File: config.mk
export PLATFORM = sky130hd
export DESIGN_NAME = mta_front
export DESIGN_NICKNAME = d
export VERILOG_FILES = /design/src/rtl/mosaic_tile_average_assert.svh /design/src/rtl/mta_pkg.sv /design/src/rtl/mta_front.sv
export SDC_FILE = /design/constraint.sdc
export NUM_CORES = 1
export LEC_CHECK = 0
export ABC_AREA = 1
export BUFFER_PORTS_ARGS = -buffer_cell sky130_fd_sc_hd__buf_2
export CAP_MARGIN = 25
export CORE_MARGIN = 2
export CORE_UTILIZATION = 50
export CTS_CLUSTER_SIZE = 16
export DETAILED_ROUTE_END_ITERATION = 7
export PLACE_DENSITY = 0.86
export SETUP_SLACK_MARGIN = 0.1
export SYNTH_ARGS = -nofsm -noshare
export SYNTH_HDL_FRONTEND = slang
export SYNTH_SLANG_ARGS = --single-unit
File: constraint.sdc
create_clock -name i_clk -period 8.55 [get_ports i_clk]
set_input_delay 0.855 -clock i_clk [delete_from_list [all_inputs] [get_ports i_clk]]
set_output_delay 0.855 -clock i_clk [all_outputs]
set_load 0.01 [all_outputs]
File: src/rtl/mosaic_tile_average_assert.svh
// Assertion macros used by the mosaic tile average back end.
`ifndef MOSAIC_TILE_AVERAGE_ASSERT_SVH
`define MOSAIC_TILE_AVERAGE_ASSERT_SVH
// Same-cycle implication under synchronous active-low reset.
`define MTA_ASSERT_IMP(lbl, clk, rstn, ante, cons) \
    lbl: assert property (@(posedge clk) disable iff (!rstn) (ante) |-> (cons)) \
        else $error("mosaic tile average: assertion failed");
// Next-cycle implication under synchronous active-low reset.
`define MTA_ASSERT_NXT(lbl, clk, rstn, ante, cons) \
    lbl: assert property (@(posedge clk) disable iff (!rstn) (ante) |=> (cons)) \
        else $error("mosaic tile average: assertion failed");
`endif

File: src/rtl/mta_pkg.sv
// Types, constants and helpers of the mosaic tile average block.
`default_nettype none
package mta_pkg;
    localparam int MAX_WIDTH      = 4096;
    localparam int MAX_HEIGHT     = 4096;
    localparam int MAX_TILE       = 64;
    localparam int TILE_MAP_DEPTH = 16384;
    localparam int COL_AW         = $clog2(MAX_WIDTH);
    localparam int MAP_AW         = $clog2(TILE_MAP_DEPTH);
    localparam int SUM_W          = 20;
    localparam int COL_W          = 3 * SUM_W;
    localparam int DIV_STEPS      = 20;
    localparam int DIV_CNT_W      = $clog2(DIV_STEPS);
    localparam int QUEUE_DEPTH    = 2;

    localparam logic [1:0] CFG_FRAME_WIDTH  = 2'd0;
    localparam logic [1:0] CFG_FRAME_HEIGHT = 2'd1;
    localparam logic [1:0] CFG_TILE_SIZE    = 2'd2;

    localparam logic [1:0] OP_PUSH       = 2'd0;
    localparam logic [1:0] OP_PUSH_FIRST = 2'd1;
    localparam logic [1:0] OP_QUERY      = 2'd2;

    localparam logic KIND_TILE  = 1'b0;
    localparam logic KIND_QUERY = 1'b1;

    localparam logic [1:0] ST_OK  = 2'd0;
    localparam logic [1:0] ST_UNF = 2'd1;
    localparam logic [1:0] ST_OVF = 2'd2;

    typedef struct packed {
        logic [12:0] w;
        logic [12:0] h;
        logic [6:0]  ts;
    } t_cfg;

    typedef struct packed {
        logic [1:0]  op;
        logic        oof;
        logic [7:0]  red;
        logic [7:0]  green;
        logic [7:0]  blue;
        logic [11:0] qr;
        logic [11:0] qc;
    } t_req;

    typedef struct packed {
        logic valid;
        t_req item;
    } t_qif;

    typedef struct packed {
        logic        kind;
        logic [11:0] tile_row;
        logic [11:0] tile_col;
        logic [7:0]  avg_red;
        logic [7:0]  avg_green;
        logic [7:0]  avg_blue;
        logic [1:0]  status;
    } t_res;

    typedef struct packed {
        logic             start;
        logic [SUM_W-1:0] num;
        logic [12:0]      den;
    } t_div_req;

    typedef struct packed {
        logic             busy;
        logic             done;
        logic [SUM_W-1:0] quot;
    } t_div_rsp;

    function automatic logic [12:0] clamp13(input logic [12:0] v, input logic [12:0] hi);
        logic [12:0] r;
        if (v == 13'd0) r = 13'd1;
        else if (v > hi) r = hi;
        else r = v;
        return r;
    endfunction
endpackage
`default_nettype wire

File: src/rtl/mta_front.sv
// Front end: classify incoming requests and hold them in a short queue.
`default_nettype none
module mta_front (
    input  logic          i_clk,
    input  logic          i_rst_n,
    input  mta_pkg::t_cfg i_cfg,
    input  logic          i_push,
    input  logic          i_command,
    input  logic          i_first_of_frame,
    input  logic [7:0]    i_red,
    input  logic [7:0]    i_green,
    input  logic [7:0]    i_blue,
    input  logic [11:0]   i_query_row,
    input  logic [11:0]   i_query_col,
    input  logic          i_clearing,
    input  logic          i_take,
    output logic          o_full,
    output mta_pkg::t_qif o_q
);
    import mta_pkg::*;

    t_req       r_slot [QUEUE_DEPTH];
    logic       r_wp;
    logic       r_rp;
    logic [1:0] r_count;
    t_req       cls;
    logic       wr;

    // classify: push, push opening a frame, or query (flag positions outside the frame)
    always_comb begin
        cls.op    = i_command ? OP_QUERY : (i_first_of_frame ? OP_PUSH_FIRST : OP_PUSH);
        cls.oof   = ({1'b0, i_query_row} >= i_cfg.h) || ({1'b0, i_query_col} >= i_cfg.w);
        cls.red   = i_red;
        cls.green = i_green;
        cls.blue  = i_blue;
        cls.qr    = i_query_row;
        cls.qc    = i_query_col;
    end

    assign o_full = (r_count == 2'(QUEUE_DEPTH)) || i_clearing;
    assign wr     = i_push && !o_full;

    always_ff @(posedge i_clk) begin
        if (!i_rst_n) begin
            r_wp    <= 1'b0;
            r_rp    <= 1'b0;
            r_count <= '0;
        end else begin
            if (wr) begin
                r_slot[r_wp] <= cls;
                r_wp         <= r_wp + 1'b1;
            end
            if (i_take) begin
                r_rp <= r_rp + 1'b1;
            end
            r_count <= r_count + 2'(wr) - 2'(i_take);
        end
    end

    assign o_q.valid = r_count != 2'd0;
    assign o_q.item  = r_slot[r_rp];
endmodule
`default_nettype wire

==> impl_metrics.ini, run 1 <==
[cts]
holdBufCountCts = 0
cts_sinks = 107
cts_max_path_buffers = 2
cts_tree = built
clk_pin_slew_ns = 0.09
numCtsBuffers = 9
post_cts_buffers = 0
worstSkewPairLatency_ns = 0.37
cts-root-buf = clkbuf_8
cts_resized = 0
h-tree-depth = 3

[critical_path]
crit_path_end_kind = output pin
crit_type = reg -> out
critical_path_required_ns = 7.70
path_buf_inv = 1
critPathTopFamily = flip-flops
worst_r2r_startpoint = r_count[0]$_SDFF_PN0_
worst_path_max_delay_cell = dfxtp_4
crit_chain = mux2_2 > buf_2
cp.arrival_ns = 1.96
cpPeakStageDelay_ns = 1.00
cp-start-kind = flip-flop
cp_max_fo = 51

[logic_synthesis]
syn-cell-area_mm2 = 0.00488
synth_seq_cells = 107
ys_seq_area_share_pct = 64.8
ys_top_cells_by_area = edfxtp_1 63%, mux2_4 15%, ha_1 6.7%, inv_1 3.5%, nand2_1 3.2%
synth_cell_types = 17
synth-main-ff-cell = edfxtp_1
async_flop_share_pct = 0
yosysTopAreaCell = edfxtp_1
yosys_warnings = 0
avgSynthCellArea_um2 = 15.4
synth_top_area_share_pct = 62.7
synth.net_count = 432
synth_edf_count = 102
syn_inst = 318

[global_routing]
grt_antenna_before_repair = 0
grt_use_total_pct = 16.2
grt_pass1_wl_um = 12700
grt_overflow_total = 0
grt_pass1_vias = 2670
grt_max_degree = 52

[finish]
multi_input_area_mm2 = 0.00145
stdcell_area_mm2 = 0.00584
antenna_cells = 0
drive_above_1_share_pct = 43.7
nets = 572
regArea_mm2 = 0.00317
finalNonFillerCells = 595
fillers = 798
syn_to_final_growth_pct = 19.6

[place]
place_area_mm2 = 0.00564
dp_hpwl_um = 6000
place_congestion = 0.738
pre_cts_ws_ns = 5.82
port-buffer-count = 133
dp.cells = 580

[timing]
slew_violations = 0
setup_ws_ns = 5.74
hold_viol_final = 0
slew_headroom_pct = 35.6
fin_crit_sh_pct = 32.9
setup_tns_ns = 0
tightestPinTransition_ns = 0.966
min_period_ns = 2.81
worst_clock_skew_ns = 0.0144
finalSetupViolCount = 0
rsz0062_at_grt = false
fmax_mhz = 355

[route]
routed_wl_um = 8480
ant_nets = 0
drcViolationCount = 0
drt_iter0_drc = 51
drtPass1Iterations = 4
via_per_inst = 4.69
wire_per_inst_um = 14.3
vias = 2790

[floorplan]
rows = 36
pin_count = 141
start_util_pct = 50.7
coreArea_mm2 = 0.00964
floorplan.die.height_um = 103
die_w_um = 103
die-area_mm2 = 0.0106

[power]
power.density_mw_per_mm2 = 183
ir_worst_vdd_uv = 108
leakagePower_nw = 2.58

[outcome]
outcome = finished, final reports clean

[worst_hold_path]
min-delay-start = r_wp$_SDFFE_PN0P_
hp-class = reg -> reg

[flow_run]
cap_violations = 0
==> per-stage QoR <==
stage / utilization (%) / hold slack [ns] / total power, mW
floorplan: - / 0.441 / 0.714
global placement: 58.5 / 0.450 / 0.757
detailed placement: 58.5 / 0.479 / 0.762
CTS: 60.6 / 0.493 / 1.08
global route: 60.6 / 0.529 / 1.12
finish: 60.6 / 0.488 / 1.07
==> worst reg2reg max path, cell delays in order, from the launching register on <==
cell	delay [ns]
dfxtp_1	0.36
inv_1	0.07
nand2_1	0.09
nand4_1	0.15
nor2_4	0.62
buf_4	0.49
==> report_power, final <==
part / switching (mW) / internal [mW] / leakage, nW
logic: 0.0642 / 0.0764 / 1.52
clock network: 0.160 / 0.163 / 0.0960
registers: 0.0175 / 0.590 / 0.967
==> cell usage in the layout, fill, tap and decap left out, types with 4 or more instances in the layout <==
cell / instances
nor2_1: 18
a21oi_1: 7
dfxtp_1: 4
inv_1: 45
buf_2: 133
nand2_1: 41
nand3_1: 6
edfxtp_1: 102
clkbuf_8: 9
mux2_4: 50
ha_1: 26
==> sequential cells by signal, indices dropped and copies added, names as in the netlist, named ones only <==
register  flops
r_rp          1
r_count       2
r_slot      102
r_wp          1
==> metal layers <==
| layer | global-route usage, % | wire length [um] | part of all wire [%] | vias to the layer above |
|---|---|---|---|---|
| met5 | 0 | 0 | 0 | - |
| met4 | 7.59 | 155 | 1.8 | 0 |
| met3 | 3.32 | 478 | 5.6 | 13 |
| met2 | 27.3 | 4230 | 50 | 88 |
| met1 | 20.1 | 3620 | 43 | 1292 |
| li1 | - | - | - | 1397 |
==> path summary, 6_finish.rpt <==
check | to | slack [ns] | depth (start not counted)
setup / recovery | o_q[50] | 5.74 | 2
hold reg to reg | r_wp$_SDFFE_PN0P_ | 0.49 | 2
hold / removal | r_wp$_SDFFE_PN0P_ | 0.49 | 2
setup reg to reg | r_slot[0][15]$_DFFE_PP_ | 6.42 | 5
==> cells in the mapped netlist, types with 3 or more instances <==
cell type    n
nand2_1     41
inv_1       45
a21oi_1      7
nor2_1      19
ha_1        26
edfxtp_1   102
mux2_4      50
dfxtp_1      5
nand3_1      6
nor3_1       3
buf_12       5
==> logic make-up after synthesis <==
logic type | share of synthesized area, %
flip-flops | 64.8
AND/OR/NAND/NOR | 5.79
buffers and inverters | 5.74
multiplexers | 15.6
adder cells (fa/ha/maj) | 6.66
AO/OA/AOI/OAI | 1.08
XOR/XNOR | 0.359
==> area by class of cell <==
cell class | instances | area share (%)
clock inverters | 5 | 1.35
repair buffers | 135 | 11.7
flip-flops and latches | 107 | 54.2
clock buffers | 10 | 2.18
inverters | 45 | 2.89
well taps | 133 | 2.85
multi-input cells | 160 | 24.9
No activity file was read; power rests on OpenSTA's default activity.
==> inputs of run 2 (changes only) <==
Clock period 8.55 ns to 2.65 ns, I/O delays scaled along.
==> run 2 against run 1 <==
Clock power rose to 3.1 times the previous value. Critical path depth rose by 1. Via count rose by 0.29%. Setup slack got worse by 5.2 ns. Largest power group unchanged. Non-clock buffer count rose by 3. Largest cell class unchanged. Sequential share of layout area fell by 0.43 points. Final cell count rose by 0.67%. Total power rose to 3.2 times the previous value. Die area did not move. Wire length rose by 0.98%.
==> impl_metrics.ini, run 2 (synthesized netlist as in run 1, its figures left out) <==
[place]
dp.cells = 583
place_congestion = 0.761
dp_hpwl_um = 6200
port-buffer-count = 133

[cts]
cts_sinks = 107
h-tree-depth = 3
clk_pin_slew_ns = 0.10
worstSkewPairLatency_ns = 0.36
numCtsBuffers = 9
cts_resized = 0
post_cts_buffers = 0
cts_tree = built
cts_max_path_buffers = 2
cts-root-buf = clkbuf_8
holdBufCountCts = 0

[timing]
fin_crit_sh_pct = 80.6
slew_headroom_pct = 64.9
worst_clock_skew_ns = 0.0111
tightestPinTransition_ns = 0.526
slew_violations = 0
rsz0062_at_grt = false
finalSetupViolCount = 0
setup_tns_ns = 0
fmax_mhz = 468
min_period_ns = 2.14
hold_viol_final = 0

[finish]
largest_register = r_slot
top_regs = r_slot x102, r_count x2
finalNonFillerCells = 599
antenna_cells = 0
final_common_cell = buf_2
final_cell_mix = 133 x buf_2, 102 x edfxtp_1, 50 x mux2_4
syn_to_final_growth_pct = 20.6
drive_above_1_share_pct = 44.6
largest_register_ffs = 102
nets = 575

[route]
drtPass1Iterations = 4
drcViolationCount = 0
routed_wl_um = 8560
via_per_inst = 4.67
drt_iter0_drc = 73
vias = 2798
ant_nets = 0
wire_per_inst_um = 14.3

[power]
ir_worst_vdd_uv = 383
power.density_mw_per_mm2 = 581
leakagePower_nw = 2.60
power_mw = 3.42

[critical_path]
path_buf_inv = 2
crit_chain = buf_4 > mux2_4 > buf_2
worst_path_max_delay_cell = dfxtp_4
cp-start-kind = flip-flop
cpPeakStageDelay_ns = 0.70
crit_path_end_kind = output pin
critical_path_required_ns = 2.38
crit_type = reg -> out
cp_max_fo = 27
cp.arrival_ns = 1.87
critPathTopFamily = flip-flops

[floorplan]
rows = 36
pin_count = 141
coreArea_mm2 = 0.00964
start_util_pct = 50.7
floorplan.die.height_um = 103
die-area_mm2 = 0.0106
die_w_um = 103

[worst_hold_path]
hp-class = in -> reg

[global_routing]
grt_util_met3_pct = 3.59
grt_pass1_wl_um = 12700
grt_max_degree = 52
grt_pass1_vias = 2805
grt_use_met1_pct = 18.4
use_met2_pct = 29.2
grt_antenna_before_repair = 0
grt_use_total_pct = 16.2
grt_overflow_total = 0
top_usage_layer = met2

[outcome]
outcome = finished, final reports clean

[flow_run]
cap_violations = 0
[run 2: cell count changes in the layout (fill, tap and decap cells not counted), sizes merged]
cell | previous run | this run
buf | 135 | 138
inv | 45 | 47
bufinv | 2 | 1
clkbuf | 10 | 9
clkinvlp | 2 | 3
[run 2: worst paths after layout]
kind	startpoint	endpoint	slack, ns	cells after the start
worst max-delay path	flip-flop	o_q[3]	0.51	3
worst min-delay path	i_blue[1]	r_slot[0][25]$_DFFE_PP_	0.08	1
worst max register to register	r_count[0]$_SDFF_PN0_	r_count[1]$_SDFF_PN0_	0.93	9
worst min register to register	r_wp$_SDFFE_PN0P_	r_wp$_SDFFE_PN0P_	0.51	2
[run 2: through the flow]
step	util (%)	hold slack, ns	instance area (um2)	setup WS (ns)
after floorplan	-	0.358	4900	0.340
after global placement	59.0	0.450	5690	0.886
after detailed placement	59.0	0.458	5690	0.873
after CTS	61.1	0.0691	5890	0.469
after global routing	61.1	0.0670	5890	0.424
final	61.1	0.0834	5890	0.514
[run 2: metal layers]
layer | wire length [um] | up-vias
met3 | 464 | 16
met2 | 4350 | 78
met1 | 3560 | 1305
li1 | - | 1399
met5 | 0 | -
met4 | 192 | 0
[run 2: power by group]
part / internal, mW / switching [mW]
clock network: 0.442 / 0.554
logic: 0.251 / 0.231
registers: 1.90 / 0.0363
[run 2: cell type report]
type                       instances  area, um2
fill                             780       3750
multi-input combinational        160       1460
tap                              133        166
clock inverter                     7       75.1
inverter                          45        169
sequential                       107       3170
timing repair buffer             138        728
clock buffer                       9        124
==> inputs of run 3 (changes only) <==
Clock period 2.65 ns to 2.22 ns, I/O delays scaled along.
==> run 3 against run 2 <==
Design area up 1.1%. Core utilization up 0.69 points. Wire length up 0.35%. Largest cell class unchanged. Hold slack worse by 0.043 ns. Sequential power up 19%. Via count up 2.3%.
==> impl_metrics.ini, run 3 (synthesized netlist as in run 1, its figures left out) <==
[cts]
cts_tree = built
clk_pin_slew_ns = 0.09
cts_max_path_buffers = 2
cts_resized = 0
numCtsBuffers = 9
h-tree-depth = 3
cts-root-buf = clkbuf_8
holdBufCountCts = 0
post_cts_buffers = 0
worstSkewPairLatency_ns = 0.36
cts_sinks = 107

[critical_path]
crit_type = reg -> out
critPathTopFamily = flip-flops
cp_max_fo = 27
cpPeakStageDelay_ns = 0.60
path_buf_inv = 2
critical_path_required_ns = 2.00
crit_chain = buf_12 > mux2_4 > buf_2
cp.arrival_ns = 1.74
crit_path_end_kind = output pin
worst_path_max_delay_cell = dfxtp_4
cp-start-kind = flip-flop

[floorplan]
rows = 36
floorplan.die.height_um = 103
start_util_pct = 50.7
die-area_mm2 = 0.0106
die_w_um = 103
coreArea_mm2 = 0.00964
pin_count = 141

[flow_run]
cap_violations = 0

[timing]
tightestPinTransition_ns = 0.444
finalSetupViolCount = 0
slew_violations = 0
slew_headroom_pct = 70.3
fmax_mhz = 510
setup_tns_ns = 0
hold_viol_final = 0
worst_clock_skew_ns = 0.0155
min_period_ns = 1.96
fin_crit_sh_pct = 88.4
rsz0062_at_grt = false

[route]
ant_nets = 0
wire_per_inst_um = 14.3
routed_wl_um = 8590
drtPass1Iterations = 4
vias = 2863
via_per_inst = 4.77
drt_iter0_drc = 83
drcViolationCount = 0

[place]
place_congestion = 0.765
dp_hpwl_um = 6440
port-buffer-count = 133

[power]
power_mw = 4.26
ir_worst_vdd_uv = 301
leakagePower_nw = 2.64
power.density_mw_per_mm2 = 716

[global_routing]
grt_use_total_pct = 16.5
grt_max_degree = 28
grt_overflow_total = 0
grt_pass1_vias = 2857
grt_pass1_wl_um = 12900
grt_antenna_before_repair = 0

[worst_hold_path]
hp-class = in -> reg

[finish]
final_common_cell = buf_2
drive_above_1_share_pct = 44.8
fillers = 770
final_cell_mix = 133 x buf_2, 102 x edfxtp_1, 50 x mux2_4
largest_register = r_slot
antenna_cells = 0
top_regs = r_slot x102, r_count x2
utilization_pct = 61.8
syn_to_final_growth_pct = 21.9
largest_register_ffs = 102
nets = 576

[outcome]
outcome = finished, final reports clean
## run 3: area by class of cell
| cell class | count | area [um2] | share of cell area, % |
|---|---|---|---|
| clock buffer | 13 | 139 | 2.33 |
| sequential | 107 | 3170 | 53.2 |
| tap | 133 | 166 | 2.79 |
| multi-input combinational | 160 | 1470 | 24.8 |
| inverter | 45 | 169 | 2.84 |
| clock inverter | 3 | 90.1 | 1.51 |
| timing repair buffer | 139 | 748 | 12.6 |
## run 3: path summary, 6_finish.rpt
path | from | end | slack (ns) | depth (start not counted)
setup reg to reg | r_count[0]$_SDFF_PN0_ | r_slot[0][39]$_DFFE_PP_ | 0.62 | 5
hold / removal | i_red[7] | r_slot[0][47]$_DFFE_PP_ | 0.04 | 1
setup / recovery | flip-flop | o_q[22] | 0.26 | 3
hold reg to reg | r_wp$_SDFFE_PN0P_ | r_wp$_SDFFE_PN0P_ | 0.49 | 2
## run 3: where the power goes
part           internal (mW)  switching, mW  total (mW)
logic                  0.304          0.289       0.594
clock network          0.752          0.605        1.36
registers               2.27         0.0365        2.31
total                   3.33          0.931        4.26
## run 3: layer usage
layer	vias up	GRT usage [%]	wire length, um
li1	1406	-	-
met5	-	0	0
met1	1358	19.1	3630
met2	87	29.6	4430
met4	0	6.78	136
met3	12	3.59	398
## run 3: stage by stage
| stage | hold WS, ns | cells | setup slack (ns) | area, um2 |
|---|---|---|---|---|
| 2_1_floorplan | 0.315 | 318 | -0.00979 | 4920 |
| 3_3_place_gp | 0.411 | 584 | 0.641 | 5730 |
| 3_5_place_dp | 0.413 | 584 | 0.614 | 5730 |
| 4_1_cts | 0.0240 | 600 | 0.223 | 5950 |
| 5_1_grt | 0.0129 | 600 | 0.180 | 5950 |
| 6_report | 0.0405 | 600 | 0.257 | 5950 |
